<file path="config.mk">
export PLATFORM = sky130hd
export DESIGN_NAME = triangle_primitive_assembler_top
export DESIGN_NICKNAME = d
export VERILOG_FILES = /design/src/design/tpa_pkg.sv /design/src/design/triangle_primitive_assembler_top.sv /design/src/design/tpa_assembler.sv
export SDC_FILE = /design/constraint.sdc
export NUM_CORES = 1
export LEC_CHECK = 0
export ABC_AREA = 1
export BUFFER_PORTS_ARGS = -buffer_cell sky130_fd_sc_hd__buf_2
export CAP_MARGIN = 30
export CORE_MARGIN = 2
export CORE_UTILIZATION = 35
export CTS_BUF_LIST = sky130_fd_sc_hd__clkbuf_16
export CTS_CLUSTER_DIAMETER = 50
export DETAILED_ROUTE_END_ITERATION = 10
export SLEW_MARGIN = 5
export SYNTH_ARGS = -nofsm -noshare
export SYNTH_HDL_FRONTEND = slang
export SYNTH_SLANG_ARGS = --single-unit
</file>
<file path="constraint.sdc">
create_clock -name clk -period 4.7 [get_ports clk]
set_clock_uncertainty 0.05 [all_clocks]
set_input_delay 0 -clock clk [delete_from_list [all_inputs] [get_ports clk]]
set_output_delay 0 -clock clk [all_outputs]
set_load 0.1 [all_outputs]
</file>
<file path="src/design/tpa_pkg.sv">
package tpa_pkg;

    localparam int TAG_WIDTH = 16;
    localparam int SLOT_COUNT = 3;

    typedef logic [TAG_WIDTH-1:0] tag_t;
    typedef logic [1:0]           slot_idx_t;
    typedef logic [2:0]           vcount_t;
    typedef logic [2:0]           prim_mode_t;

    localparam prim_mode_t MODE_TRIANGLES = 3'd0;
    localparam prim_mode_t MODE_STRIP     = 3'd1;
    localparam prim_mode_t MODE_FAN       = 3'd2;
    localparam prim_mode_t MODE_QUADS     = 3'd3;

    typedef struct packed {
        logic begin_req;
        tag_t vertex_tag;
    } vertex_beat_t;

    typedef struct packed {
        tag_t tri_first;
        tag_t tri_second;
        tag_t tri_third;
    } triangle_t;

    typedef struct packed {
        logic      emit;
        triangle_t tri_tags;
    } asm_result_t;

endpackage

</file>
<file path="src/design/triangle_primitive_assembler_top.sv">
// Triangle primitive assembler. Takes one vertex beat per cycle while in_stall
// is low and emits at most one triangle (three vertex tags) per vertex. A
// vertex is registered on input, assembled against the three vertex slots
// once no output beat is held by out_stall, and its triangle lands in the
// output register; one vertex per cycle is sustained while out_stall is low.
// in_stall rises only while a vertex waits in the input register behind an
// output beat held by out_stall. prim_mode selects triangles, strip, fan or
// quads; other codes store vertices and emit nothing. Write prim_mode only
// when the block is empty. A vertex with begin_req set restarts the primitive.
module triangle_primitive_assembler_top
    import tpa_pkg::*;
(
    input  logic         clk,
    input  logic         rst_n,
    input  logic         cfg_wr_en,
    input  prim_mode_t   cfg_wr_data,
    input  logic         in_valid,
    output logic         in_stall,
    input  vertex_beat_t in_data,
    output logic         out_valid,
    input  logic         out_stall,
    output triangle_t    out_data
);

    prim_mode_t   mode_reg;
    logic         in_valid_reg;
    logic         in_valid_next;
    vertex_beat_t in_beat_reg;
    logic         out_valid_reg;
    logic         out_valid_next;
    triangle_t    out_data_reg;
    logic         out_blocked;
    logic         advance;
    logic         accept;
    asm_result_t  asm_res;

    assign out_blocked = out_valid_reg && out_stall;
    assign advance     = in_valid_reg && !out_blocked;
    assign in_stall    = in_valid_reg && out_blocked;
    assign accept      = in_valid && !in_stall;

    tpa_assembler u_asm (
        .clk       (clk),
        .rst_n     (rst_n),
        .step      (advance),
        .beat      (in_beat_reg),
        .prim_mode (mode_reg),
        .result    (asm_res)
    );

    always_comb
    begin
        if (accept)
            in_valid_next = 1'b1;
        else if (advance)
            in_valid_next = 1'b0;
        else
            in_valid_next = in_valid_reg;

        if (advance)
            out_valid_next = asm_res.emit;
        else if (out_valid_reg && !out_stall)
            out_valid_next = 1'b0;
        else
            out_valid_next = out_valid_reg;
    end

    always_ff @(posedge clk or negedge rst_n)
    begin
        if (!rst_n)
        begin
            mode_reg      <= MODE_TRIANGLES;
            in_valid_reg  <= 1'b0;
            out_valid_reg <= 1'b0;
        end
        else
        begin
            if (cfg_wr_en)
                mode_reg <= cfg_wr_data;
            in_valid_reg  <= in_valid_next;
            out_valid_reg <= out_valid_next;
        end
    end

    always_ff @(posedge clk)
    begin
        if (accept)
            in_beat_reg <= in_data;
        if (advance && asm_res.emit)
            out_data_reg <= asm_res.tri_tags;
    end

    assign out_valid = out_valid_reg;
    assign out_data  = out_data_reg;

endmodule

</file>
<file path="src/design/tpa_assembler.sv">
module tpa_assembler
    import tpa_pkg::*;
(
    input  logic         clk,
    input  logic         rst_n,
    input  logic         step,
    input  vertex_beat_t beat,
    input  prim_mode_t   prim_mode,
    output asm_result_t  result
);

    tag_t      slots_reg [SLOT_COUNT];
    slot_idx_t order_reg [SLOT_COUNT];
    slot_idx_t order_next [SLOT_COUNT];
    slot_idx_t order_cur [SLOT_COUNT];
    slot_idx_t wslot_reg;
    slot_idx_t wslot_next;
    slot_idx_t wslot_cur;
    vcount_t   count_reg;
    vcount_t   count_next;
    vcount_t   count_cur;
    vcount_t   count_bumped;
    tag_t      slot_view [SLOT_COUNT];

    function automatic tag_t pick_slot(input tag_t v0, input tag_t v1, input tag_t v2,
                                       input slot_idx_t idx);
        tag_t t;
        unique case (idx)
            2'd1:    t = v1;
            2'd2:    t = v2;
            default: t = v0;
        endcase
        return t;
    endfunction

    // (c + 1) mod 3 for c in 2..7
    function automatic slot_idx_t next_mod3(input vcount_t c);
        slot_idx_t r;
        unique case (c)
            3'd2:    r = 2'd0;
            3'd3:    r = 2'd1;
            3'd4:    r = 2'd2;
            3'd5:    r = 2'd0;
            3'd6:    r = 2'd1;
            3'd7:    r = 2'd2;
            default: r = 2'd0;
        endcase
        return r;
    endfunction

    always_comb
    begin
        // a begin beat restarts the primitive before this vertex is stored
        if (beat.begin_req)
        begin
            order_cur[0] = 2'd0;
            order_cur[1] = 2'd1;
            order_cur[2] = 2'd2;
            wslot_cur    = '0;
            count_cur    = '0;
        end
        else
        begin
            order_cur = order_reg;
            wslot_cur = wslot_reg;
            count_cur = count_reg;
        end

        for (int i = 0; i < SLOT_COUNT; i++)
        begin
            slot_view[i] = (wslot_cur == slot_idx_t'(i)) ? beat.vertex_tag : slots_reg[i];
        end

        result.tri_tags.tri_first  =
            pick_slot(slot_view[0], slot_view[1], slot_view[2], order_cur[0]);
        result.tri_tags.tri_second =
            pick_slot(slot_view[0], slot_view[1], slot_view[2], order_cur[1]);
        result.tri_tags.tri_third  =
            pick_slot(slot_view[0], slot_view[1], slot_view[2], order_cur[2]);

        // strip/fan counter wraps 7 -> 2
        count_bumped = (count_cur == 3'd7) ? 3'd2 : count_cur + 3'd1;

        order_next  = order_cur;
        wslot_next  = wslot_cur;
        count_next  = count_cur;
        result.emit = 1'b0;

        if (prim_mode > MODE_QUADS)
        begin
            // lines and points: vertex stored, nothing assembled
        end
        else if (count_cur < 3'd2)
        begin
            count_next = count_cur + 3'd1;
            wslot_next = count_cur[0] ? order_cur[2] : order_cur[1];
        end
        else
        begin
            result.emit = 1'b1;
            unique case (prim_mode)
                MODE_TRIANGLES:
                begin
                    count_next = '0;
                    wslot_next = order_cur[0];
                end
                MODE_STRIP:
                begin
                    count_next = count_bumped;
                    if (count_bumped[0])
                        order_next[1] = order_cur[0];
                    else
                        order_next[2] = order_cur[0];
                    wslot_next    = order_cur[0];
                    order_next[0] = next_mod3(count_bumped);
                end
                MODE_FAN:
                begin
                    count_next    = count_bumped;
                    order_next[1] = order_cur[2];
                    order_next[2] = count_bumped[0] ? 2'd1 : 2'd2;
                    wslot_next    = count_bumped[0] ? 2'd1 : 2'd2;
                end
                default:
                begin
                    // quads: second half reuses a and c
                    count_next    = {1'b0, count_cur[1:0] + 2'd1};
                    wslot_next    = {1'b0, ~count_cur[0]};
                    order_next[1] = order_cur[2];
                    order_next[2] = order_cur[1];
                end
            endcase
        end
    end

    always_ff @(posedge clk or negedge rst_n)
    begin
        if (!rst_n)
        begin
            order_reg[0] <= 2'd0;
            order_reg[1] <= 2'd1;
            order_reg[2] <= 2'd2;
            wslot_reg    <= '0;
            count_reg    <= '0;
        end
        else if (step)
        begin
            order_reg <= order_next;
            wslot_reg <= wslot_next;
            count_reg <= count_next;
        end
    end

    always_ff @(posedge clk)
    begin
        for (int i = 0; i < SLOT_COUNT; i++)
        begin
            if (step && wslot_cur == slot_idx_t'(i))
                slots_reg[i] <= beat.vertex_tag;
        end
    end

endmodule

</file>
==> flow_summary.ini <==
[finish]
drive_gt1_frac = 0.157
final_cell_area_um2 = 8150
seqCellArea_um2 = 3800
num_antenna_cells = 0
nNetsFinal = 899
multi_input_area_um2 = 2430
final_cells = 1113
syn2layout_area_growth_pct = 22.2
fillCellCount = 1823

[setup_path]
reg2regPathDepth = 6
end_kind = flop
worstPathArrival_ns = 2.89
start_kind = flop
worst-path-max-fanout = 17
critPathRequiredTime_ns = 4.82
path_class = flop to flop

[global_routing]
grt_pass1_wl_um = 27700
track_usage = 0.180
grt_pass1_vias = 5080
antenna_found_initial = 0
grt_max_degree = 50
grt_overflow = 0

[floorplan]
initial_core_util = 0.357
core_um2 = 18700
die_h_um = 142
io_pins = 75
row_count = 50
chipWidth_um = 142
die-area_um2 = 20200

[timing]
tightestPinTransition_ns = 0.877
slew_viol_final = 0
fin_ws_ns = 1.94
max_freq_ghz = 0.362
hold_viol = 0
fin_setup_tns_ns = 0
max-slew-margin-rel = 0.414
setup_viol = 0
rsz0062_at_grt = no
layout_min_cycle_time_ns = 2.76
fin_crit_sh = 0.588

[placement]
place.gp.congestion = 0.901
detailed_place.area_um2 = 7230
dp.cells = 1049
hpwlAfterDp_um = 12000
place_ws_ns = 1.99
port_buffers = 74

[route]
drc = 0
num_vias = 5599
ant_nets = 0
first_pass_iters = 5
drt-total-wl_um = 17400
drt_iter0_drc = 643
vias_per_cell = 5.03
wire_per_inst_um = 15.6

[clock_tree]
clock_latency_ns = 0.43
cts_tree = done
cts_resized = 0
cts.sinks = 129
cts_root_buf = clkbuf_16
hold_buffers = 32
clkTransAtPathRegs_ns = 0.06
numCtsBuffers = 17
clock_path_buffers = 2
cts-htree-levels = 4
post_cts_buffers = 0

[logic_synthesis]
synth_cells = 769
synth.distinct_cells = 27
synth_edf_count = 113
post-synth-top-count-cell = nand2_1
synth_area_leaders = edfxtp_1, nand2_1, nand3_1
synth_top_area_share = 0.509
synth_commonest_cells = nand2_1, nand3_1, edfxtp_1
yosysWarnings = 0
synth_ff_type = edfxtp_1
ys_seq_area_frac = 0.569
synthesis.nets = 802
ys_seq_elements = 129
synthArstFlopShare = 0.124
netlist_area_um2 = 6670
synth_top_area_cell = edfxtp_1
syn_area_per_cell_um2 = 8.68

[power]
power.leakage_nw = 3.72
powerDensity_nw_per_um2 = 589
vdd_drop_max_mv = 0.288
power_mw = 4.80

[hold_path]
hold_path.class = primary input to async pin

[outcome]
run_status = complete, no violations

[flow_run]
maxCapViolCount = 0
[final timing paths]
kind                            slack, ns                 end          startpoint
worst max-delay path                 1.94        out_data[14]     in_beat_reg[16]
worst min-delay path                 0.07  u_asm.order_reg[2]               rst_n
worst max register to register       1.94        out_data[14]     in_beat_reg[16]
worst min register to register       0.43  u_asm.order_reg[1]  u_asm.order_reg[1]
max in group asynchronous            3.39  u_asm.order_reg[0]               rst_n
min in group clk                     0.22     in_beat_reg[15]         in_data[15]
[routing by layer]
metal / global-route usage / up-vias / wire [um]
met5: 0 / - / 0
met4: 0.0616 / 0 / 283
met3: 0.0441 / 25 / 1170
met2: 0.254 / 233 / 7350
met1: 0.269 / 2607 / 8610
li1: - / 2734 / -
[worst max-delay path, stage by stage (launching register included)]
cell      delay, ns
edfxtp_1       0.49
nor2_1         0.37
inv_1          0.08
ha_1           0.73
inv_1          0.51
nand2_1        0.18
nand2_1        0.08
[power breakdown]
group          leakage [nW]  switching, mW  internal, mW
Clock                 0.291          0.477         0.871
Sequential             1.24         0.0884          1.53
Combinational          2.19           1.40         0.436
[through the flow]
step | utilization | hold WS, ns
2_1_floorplan | - | -0.346
4_1_cts | 0.436 | 0.0545
5_1_grt | 0.436 | 0.0701
3_3_place_gp | 0.385 | -0.0961
6_report | 0.436 | 0.0682
3_5_place_dp | 0.386 | -0.0911
[logic make-up after synthesis]
logic type / Yosys count / synth area share
and+or+nand+nor: 487 / 0.321
DFF: 129 / 0.569
buffers and inverters: 112 / 0.0688
AOI/OAI and AO/OA: 33 / 0.0261
adders and majority gates: 8 / 0.0150
[final cells by class]
type                    instances  area share
repair buffers                110      0.0898
well taps                     234      0.0359
clock inverters                15      0.0215
clock buffers                  17      0.0522
inverters                      80      0.0372
multi-input cells             528       0.298
flip-flops and latches        129       0.466
[cells in the final DEF (no fill, tap or decap), types with 3 or more instances in the layout]
| cell type | n |
|---|---|
| clkbuf_16 | 17 |
| nor2_4 | 3 |
| edfxtp_1 | 113 |
| clkinvlp_4 | 3 |
| nor2_1 | 28 |
| nand2_2 | 21 |
| dlygate4sd3_1 | 32 |
| ha_1 | 8 |
| nand3_1 | 156 |
| nand4_1 | 3 |
| dfrtp_1 | 14 |
| or2_2 | 3 |
| nand2_1 | 257 |
| inv_1 | 78 |
| buf_2 | 74 |
| a21oi_1 | 16 |
| bufinv_16 | 4 |
| inv_2 | 3 |
| clkinv_1 | 4 |
| o21ai_0 | 11 |
| or2_1 | 14 |
Power figures use the tool's default switching activity.
